--- config.mk ---
export PLATFORM = sky130hd
export DESIGN_NAME = ght_ram
export DESIGN_NICKNAME = d
export VERILOG_FILES = /design/src/design/generational_handle_table_top_macros.svh /design/src/design/ght_ram.sv
export SDC_FILE = /design/constraint.sdc
export NUM_CORES = 1
export LEC_CHECK = 0
export ABC_AREA = 1
export BUFFER_PORTS_ARGS = -buffer_cell sky130_fd_sc_hd__buf_2
export CELL_PAD_IN_SITES_DETAIL_PLACEMENT = 1
export CELL_PAD_IN_SITES_GLOBAL_PLACEMENT = 2
export CORE_ASPECT_RATIO = 0.9
export CORE_MARGIN = 5
export CORE_UTILIZATION = 36
export DETAILED_ROUTE_END_ITERATION = 6
export PLACE_DENSITY = 0.79
export SYNTH_ARGS = -nofsm -noshare
export SYNTH_HDL_FRONTEND = slang
export SYNTH_SLANG_ARGS = --single-unit
--- constraint.sdc ---
create_clock -name clk -period 1.05 [get_ports clk]
set_clock_uncertainty 0.1 [all_clocks]
set_input_delay 0.105 -clock clk [delete_from_list [all_inputs] [get_ports clk]]
set_output_delay 0.105 -clock clk [all_outputs]
set_load 0.02 [all_outputs]
--- src/design/generational_handle_table_top_macros.svh ---
// ----------------------------------------------------------------------------
// Assertion macros for the generational handle table
// Shared concurrent-assertion shorthands, clocked and reset-qualified.
// ----------------------------------------------------------------------------
`ifndef GENERATIONAL_HANDLE_TABLE_TOP_MACROS_SVH
`define GENERATIONAL_HANDLE_TABLE_TOP_MACROS_SVH

// same-cycle implication
`define GHT_ASSERT_NOW(lbl, clk, rst, ante, cons, msg) \
  lbl: assert property (@(posedge clk) disable iff (rst) (ante) |-> (cons)) \
    else $error(msg);

// next-cycle implication
`define GHT_ASSERT_NEXT(lbl, clk, rst, ante, cons, msg) \
  lbl: assert property (@(posedge clk) disable iff (rst) (ante) |=> (cons)) \
    else $error(msg);

`endif

--- src/design/ght_ram.sv ---
// ----------------------------------------------------------------------------
// ght_ram
// Simple dual-port RAM: one write port, one read port, registered read.
// ----------------------------------------------------------------------------
`default_nettype none

module ght_ram #(
  parameter int WIDTH = 8,
  parameter int DEPTH = 16,
  localparam int AW = (DEPTH > 1) ? $clog2(DEPTH) : 1
) (
  input  wire logic             clk,
  input  wire logic             we,
  input  wire logic [AW-1:0]    waddr,
  input  wire logic [WIDTH-1:0] wdata,
  input  wire logic [AW-1:0]    raddr,
  output logic      [WIDTH-1:0] rdata
);

  logic [WIDTH-1:0] mem [DEPTH];

  always_ff @(posedge clk) begin
    if (we) begin
      mem[waddr] <= wdata;
    end
    rdata <= mem[raddr];
  end

endmodule

`default_nettype wire

==> results.sh, run 1 <==
export IMPL_status="finished with violations"
export IMPL_violations="setup timing"
export IMPL_drtIter0Drc=212
export IMPL_yosys_area_share_simple_pct=21.0
export IMPL_dr_pass1_iters=4
export IMPL_synth_top_flop_cell="edfxtp_1"
export IMPL_cts_root_buf="clkbuf_16"
export IMPL_tritoncts="yes"
export IMPL_cap_violations=0
export IMPL_gr_usage_all_layers_pct=16.7
export IMPL_synth_fa_ha_area_share_pct=0
export IMPL_multi_input_area_um2=1360
export IMPL_die_width_um=143
export IMPL_leakagePower_nw=3.13
export IMPL_placed_area_um2=6390
export IMPL_powerDensity_nw_per_um2=1850
export IMPL_power_switching_share_pct=20.9
export IMPL_synthTopCellsByArea="edfxtp_1, nand2_1, nand3_1"
export IMPL_cts_buffer_depth=2
export IMPL_port_buffers=25
export IMPL_worst_setup_path_type="reg2out"
export IMPL_slew_headroom_pct=80.5
export IMPL_ys_seq_area_share_pct=69.4
export IMPL_dp_hpwl_um=9660
export IMPL_setup_tns_ns=-0.157
export IMPL_regArea_um2=4010
export IMPL_grt_ovfl_total=0
export IMPL_seqPwrFrac_pct=45.4
export IMPL_critPathMaxStageDelay_ns=0.36
export IMPL_num_rows=43
export IMPL_synth_edf_count=128
export IMPL_setup_violations=8
export IMPL_hold_path_depth=5
export IMPL_rsz0062_at_grt="yes"
export IMPL_htree_levels=4
export IMPL_final_min_clock_period_ns=1.10
export IMPL_synth_most_common_cell="nand2_1"
export IMPL_grt_pass1_wl_um=22900
export IMPL_reg2reg_to="rdata[4]$_DFF_P_"
export IMPL_syn_area_per_cell_um2=10.5
export IMPL_dp_cells=787
export IMPL_yosys_warnings=0
export IMPL_hp_class="in2reg"
export IMPL_fp_coreArea_um2=15500
export IMPL_final_hold_viol_count=0
export IMPL_post_cts_setup_buffers=0
export IMPL_fin_cells=828
export IMPL_ios=26
export IMPL_pre_cts_slack_ns=-0.236
export IMPL_final_antenna_net_count=0
export IMPL_cts_buffers=17
export IMPL_synth_top_cell_area_share_pct=66.7
export IMPL_clock_latency_ns=0.42
export IMPL_ir_drop_mv=1.17
export IMPL_cp_num_buf_inv=1
export IMPL_r2r_slack_ns=0.03
export IMPL_r2r_cells=6
export IMPL_start_util_pct=37.1
export IMPL_clk_pin_slew_ns=0.06
export IMPL_cp_slowest_cell="dfxtp_2"
export IMPL_synthToLayoutAreaGrowth_pct=26.8
export IMPL_synth_nets=569
export IMPL_layout_drive_gt1_share_pct=21.6
export IMPL_p_sw_mw=2.82
export IMPL_async_flop_share_pct=0
export IMPL_drv_slew=0
export IMPL_yosys_area_top_type="edfxtp_1"
export IMPL_yosys_register_bits=136
export IMPL_hold_path_end="rdata[7]$_DFF_P_"
export IMPL_timing_final_crit_share_pct=105
export IMPL_synth_commonest_cells="nand2_1, edfxtp_1, inv_1, nand3_1, nor2_1"
export IMPL_p_int_mw=10.7
export IMPL_worstPathRequired_ns=0.84
export IMPL_synth_compound_area_share_pct=0
export IMPL_worstHoldStart="raddr[3]"
export IMPL_antenna_found_initial=1
export IMPL_fp_dieH_um=130
export IMPL_wl_per_cell_um=17.1
export IMPL_grt_max_degree=40
export IMPL_final_area_um2=7310
export IMPL_place_gp_congestion=0.761
export IMPL_end_kind="primary output"
export IMPL_nets=630
export IMPL_drc=0
export IMPL_synthCells=551
export IMPL_synth_top_family_by_area="simple AND/OR/NAND/NOR gates"
export IMPL_vias=3938
export IMPL_yosys_mux_area_fraction_pct=0
export IMPL_synth_xor_area_share_pct=0
export IMPL_cts_sinks=136
export IMPL_die_area_um2=18700
export IMPL_first_global_vias=4160
export IMPL_max_freq_mhz=906
export IMPL_path_delay_family="flip-flops"
export IMPL_ys_types=12
export IMPL_fill_cells=1657
export IMPL_worst_setup_path_start_kind="flop"
export IMPL_syn_cell_area_um2=5770
export IMPL_fin_util_pct=47.0
export IMPL_path_cells="buf_6"
export IMPL_path_max_fanout=1
export IMPL_arrival_ns=0.90
export IMPL_tightestPinTransition_ns=0.293
export IMPL_clkPwrFrac_pct=47.6
export IMPL_routed_wirelength_um=14200
export IMPL_timing_final_ws_setup_ns=-0.0533
export IMPL_combPwrFrac_pct=7.0
export IMPL_viasPerCell=4.76
export IMPL_rr_startpoint="mem[12][4]$_DFFE_PP_"
-- worst max-delay path by stage --
| stage | from | endpoint | slack, ns | cells after the start |
|---|---|---|---|---|
| 3_3_place_gp | raddr[0] | rdata[2]$_DFF_P_ | -0.24 | 7 |
| 2_1_floorplan | waddr[2] | mem[10][0]$_DFFE_PP_ | -0.11 | 2 |
| 3_5_place_dp | raddr[0] | rdata[2]$_DFF_P_ | -0.24 | 7 |
| 6_report | rdata[6]$_DFF_P_ | rdata[6] | -0.05 | 1 |
| 5_1_grt | rdata[6]$_DFF_P_ | rdata[6] | -0.08 | 1 |
| 4_1_cts | rdata[6]$_DFF_P_ | rdata[6] | -0.07 | 1 |
-- layout by cell type, fill, tap and decap left out --
cell and instances:
buf_12 12, clkinv_4 1, buf_2 17, nand3_2 26, buf_4 21, bufinv_16 5, buf_6 8, clkbuf_16 17
inv_1 97, clkinvlp_4 3, nor2_1 11, clkbuf_8 1, nand3_1 71, dlygate4sd3_1 8, nand2_2 2, nand3b_1 2
diode_2 1, inv_2 5, nor2_2 6, nand2_1 171, clkinv_2 3, clkinv_1 2, edfxtp_1 128, dfxtp_2 8
-- layer usage --
| metal | up-vias | GRT usage [%] | wire length (µm) |
|---|---|---|---|
| met1 | 1975 | 20.7 | 6440 |
| met5 | - | 0 | 0 |
| met3 | 15 | 4.29 | 509 |
| li1 | 1899 | - | - |
| met2 | 49 | 28.2 | 7020 |
| met4 | 0 | 6.15 | 203 |
-- per-stage QoR --
stage                     hold WS, ns  power (mW)
after floorplan                 0.104        6.69
after global placement          0.401        7.05
after detailed placement        0.406        7.08
after CTS                      0.0158        13.6
after global routing           0.0281        14.0
final                          0.0347        13.5
-- logic make-up after synthesis --
| logic type | Yosys count |
|---|---|
| buffers and inverters | 126 |
| AND/OR/NAND/NOR | 289 |
| flip-flops | 136 |
-- timing repair --
| action | CTS | global route |
|---|---|---|
| pin swaps | 0 | 23 |
| endpoints found under the hold margin | 128 | 0 |
| setup endpoints to repair | 11 | 16 |
| resized for setup | 29 | 26 |
| hold buffers | 8 | 0 |
-- final cells by class --
cell class | count | share of cell area [%]
Clock buffer | 18 | 6.01
Multi-Input combinational cell | 289 | 18.7
Inverter | 102 | 5.24
Antenna cell | 1 | 0.0342
Sequential cell | 136 | 54.9
Clock inverter | 14 | 2.79
Tap cell | 202 | 3.46
Timing Repair Buffer | 66 | 8.93
-- flip-flops by register name, indices dropped and copies added, names as in the netlist --
register / flops
rdata: 8
mem: 128
-- power groups by stage --
stage	sequential, mW	clock (mW)	combinational (mW)
floorplan	6.26	0	0.432
global placement	6.22	0	0.830
detailed placement	6.22	0	0.853
CTS	6.13	6.55	0.933
global route	6.13	6.79	1.05
finish	6.13	6.42	0.945
Note: power is estimated with default switching activity, not from simulation.
==> inputs of run 2 (changes only) <==
--- a/config.mk
+++ b/config.mk
@@ -6,14 +6,14 @@
 export NUM_CORES = 1
 export LEC_CHECK = 0
 export ABC_AREA = 1
-export BUFFER_PORTS_ARGS = -buffer_cell sky130_fd_sc_hd__buf_2
 export CELL_PAD_IN_SITES_DETAIL_PLACEMENT = 1
 export CELL_PAD_IN_SITES_GLOBAL_PLACEMENT = 2
 export CORE_ASPECT_RATIO = 0.9
 export CORE_MARGIN = 5
-export CORE_UTILIZATION = 36
+export CORE_UTILIZATION = 38
 export DETAILED_ROUTE_END_ITERATION = 6
-export PLACE_DENSITY = 0.79
+export DONT_BUFFER_PORTS = 1
+export PLACE_DENSITY = 0.8
 export SYNTH_ARGS = -nofsm -noshare
 export SYNTH_HDL_FRONTEND = slang
 export SYNTH_SLANG_ARGS = --single-unit
==> run 2 against run 1 <==
The flow finishes with violations (hold timing, setup timing). Global-route usage up 1.6 points. Hold slack got worse by 0.36 ns. Setup slack gained 0.044 ns. Critical path type is now reg2reg. Critical endpoint is now rdata[3]$_DFF_P_. Largest power group is now registers.
==> results.sh, run 2 (synthesized netlist as in run 1, its figures left out) <==
export IMPL_tritoncts="yes"
export IMPL_antenna_found_initial=0
export IMPL_rr_startpoint="mem[3][3]$_DFFE_PP_"
export IMPL_cp_common_cell="nand2_1"
export IMPL_wl_met3_um=655
export IMPL_grt_ovfl_total=0
export IMPL_die_width_um=140
export IMPL_reg2reg_to="rdata[3]$_DFF_P_"
export IMPL_largest_reg_flops=128
export IMPL_drtIter0Drc=272
export IMPL_grt_pass1_wl_um=23900
export IMPL_dr_wl_met2_um=7260
export IMPL_critPathMaxStageDelay_ns=0.40
export IMPL_htree_levels=4
export IMPL_cts_buffer_depth=2
export IMPL_gr_usage_all_layers_pct=18.3
export IMPL_port_buffers=0
export IMPL_path_cells="nand2_1 -> nand2_1 -> nand2_1 -> nand3_2 -> nand3_2 -> nand2_2"
export IMPL_status="finished with violations"
export IMPL_cp_slowest_cell="edfxtp_1"
export IMPL_final_common_cell="nand2_1"
export IMPL_layout_common_cells="nand2_1, edfxtp_1, inv_1"
export IMPL_seqPwrFrac_pct=48.8
export IMPL_cts_sinks=136
export IMPL_max_freq_mhz=944
export IMPL_p_int_mw=9.94
export IMPL_end_kind="flop"
export IMPL_fp_dieH_um=127
export IMPL_timing_final_ws_setup_ns=-0.00908
export IMPL_violations="hold timing, setup timing"
export IMPL_ios=26
export IMPL_cap_violations=0
export IMPL_r2r_cells=6
export IMPL_clkPwrFrac_pct=45.8
export IMPL_slew_headroom_pct=52.0
export IMPL_leakagePower_nw=2.98
export IMPL_hold_path_depth=0
export IMPL_wl_per_cell_um=19.7
export IMPL_num_rows=42
export IMPL_vias=3834
export IMPL_ctsHoldBuffers=3
export IMPL_place_gp_congestion=0.760
export IMPL_r2r_slack_ns=-0.009
export IMPL_path_max_fanout=1
export IMPL_worst_setup_path_start_kind="flop"
export IMPL_final_hold_viol_count=88
export IMPL_cts_buffers=17
export IMPL_layout_drive_gt1_share_pct=20.5
export IMPL_routed_wirelength_um=15500
export IMPL_timing_final_crit_share_pct=101
export IMPL_dr_pass1_iters=5
export IMPL_nets=594
export IMPL_final_antenna_net_count=0
export IMPL_worstPathRequired_ns=1.27
export IMPL_pre_cts_slack_ns=-0.108
export IMPL_powerDensity_nw_per_um2=1790
export IMPL_num_antenna_cells=0
export IMPL_arrival_ns=1.28
export IMPL_whs_ns=-0.324
export IMPL_worstHoldStart="wdata[2]"
export IMPL_highest_layer="met4"
export IMPL_top_register="mem"
export IMPL_fp_coreArea_um2=14800
export IMPL_ir_drop_mv=1.23
export IMPL_hold_path_end="mem[0][2]$_DFFE_PP_"
export IMPL_drc=0
export IMPL_setup_violations=1
export IMPL_viasPerCell=4.87
export IMPL_top_regs="mem: 128 flops, rdata: 8 flops"
export IMPL_drt_met1_wl_um=7260
export IMPL_first_global_vias=4059
export IMPL_rsz0062_at_grt="yes"
export IMPL_tightestPinTransition_ns=0.720
export IMPL_grt_max_degree=66
export IMPL_start_util_pct=38.9
export IMPL_worst_setup_path_type="reg2reg"
export IMPL_p_sw_mw=2.72
export IMPL_final_min_clock_period_ns=1.06
export IMPL_synthToLayoutAreaGrowth_pct=22.6
export IMPL_clk_pin_slew_ns=0.06
export IMPL_drv_slew=0
export IMPL_hp_class="in2reg"
export IMPL_setup_tns_ns=-0.00908
export IMPL_cts_root_buf="clkbuf_16"
export IMPL_clock_latency_ns=0.42
export IMPL_combPwrFrac_pct=5.3
export IMPL_die_area_um2=17700
export IMPL_power_switching_share_pct=21.5
export IMPL_post_cts_setup_buffers=0
export IMPL_dp_hpwl_um=9660
[run 2: what timing repair did]
item                                    in CTS  in global routing
endpoints found under the setup margin      16                 26
cloned                                       0                  0
pin swaps                                   12                 15
hold endpoints to repair                   136                 88
gates resized for setup                     31                 30
[run 2: cell type report]
| cell class | count | area (µm²) |
|---|---|---|
| flip-flops and latches | 136 | 4020 |
| fillers | 1612 | 7750 |
| multi-input cells | 289 | 1450 |
| clock inverters | 12 | 126 |
| clock buffers | 20 | 457 |
| inverters | 102 | 383 |
| well taps | 198 | 248 |
| repair buffers | 30 | 385 |
[run 2: worst max-delay path by stage]
stage / start / endpoint / slack, ns
6_report: mem[3][3]$_DFFE_PP_ / rdata[3]$_DFF_P_ / -0.009
5_1_grt: mem[5][1]$_DFFE_PP_ / rdata[1]$_DFF_P_ / -0.05
4_1_cts: mem[11][1]$_DFFE_PP_ / rdata[1]$_DFF_P_ / -0.02
3_5_place_dp: raddr[0] / rdata[0]$_DFF_P_ / -0.11
3_3_place_gp: raddr[0] / rdata[7]$_DFF_P_ / -0.08
2_1_floorplan: waddr[2] / mem[10][0]$_DFFE_PP_ / -0.11
[run 2: power by group through the flow]
stage	registers, mW	clock network (mW)	logic [mW]
after CTS	6.18	5.92	0.645
after global placement	6.28	0	0.554
after global routing	6.18	6.20	0.746
after detailed placement	6.28	0	0.567
after floorplan	6.26	0	0.432
final	6.17	5.80	0.677
[run 2: per-stage QoR]
| stage | instances | hold WS (ns) | utilization [%] | cell area [µm²] | total power [mW] |
|---|---|---|---|---|---|
| detailed placement | 752 | 0.105 | 41.9 | 6220 | 6.85 |
| floorplan | 551 | 0.104 | - | 5780 | 6.69 |
| finish | 787 | -0.324 | 47.7 | 7070 | 12.7 |
| global placement | 752 | 0.105 | 41.9 | 6220 | 6.83 |
| CTS | 787 | -0.350 | 46.8 | 6940 | 12.7 |
| global route | 787 | -0.353 | 47.7 | 7070 | 13.1 |
[run 2: critical path, delay by kind of cell (launching register included)]
kind             cells  cell delay [ns]
and+or+nand+nor      6             0.46
DFF                  1             0.40
[run 2: layer usage]
metal | up-vias | track usage (%)
met1 | 1913 | 25.0
li1 | 1828 | -
met3 | 18 | 4.67
met5 | - | 0
met2 | 75 | 28.0
met4 | 0 | 7.64
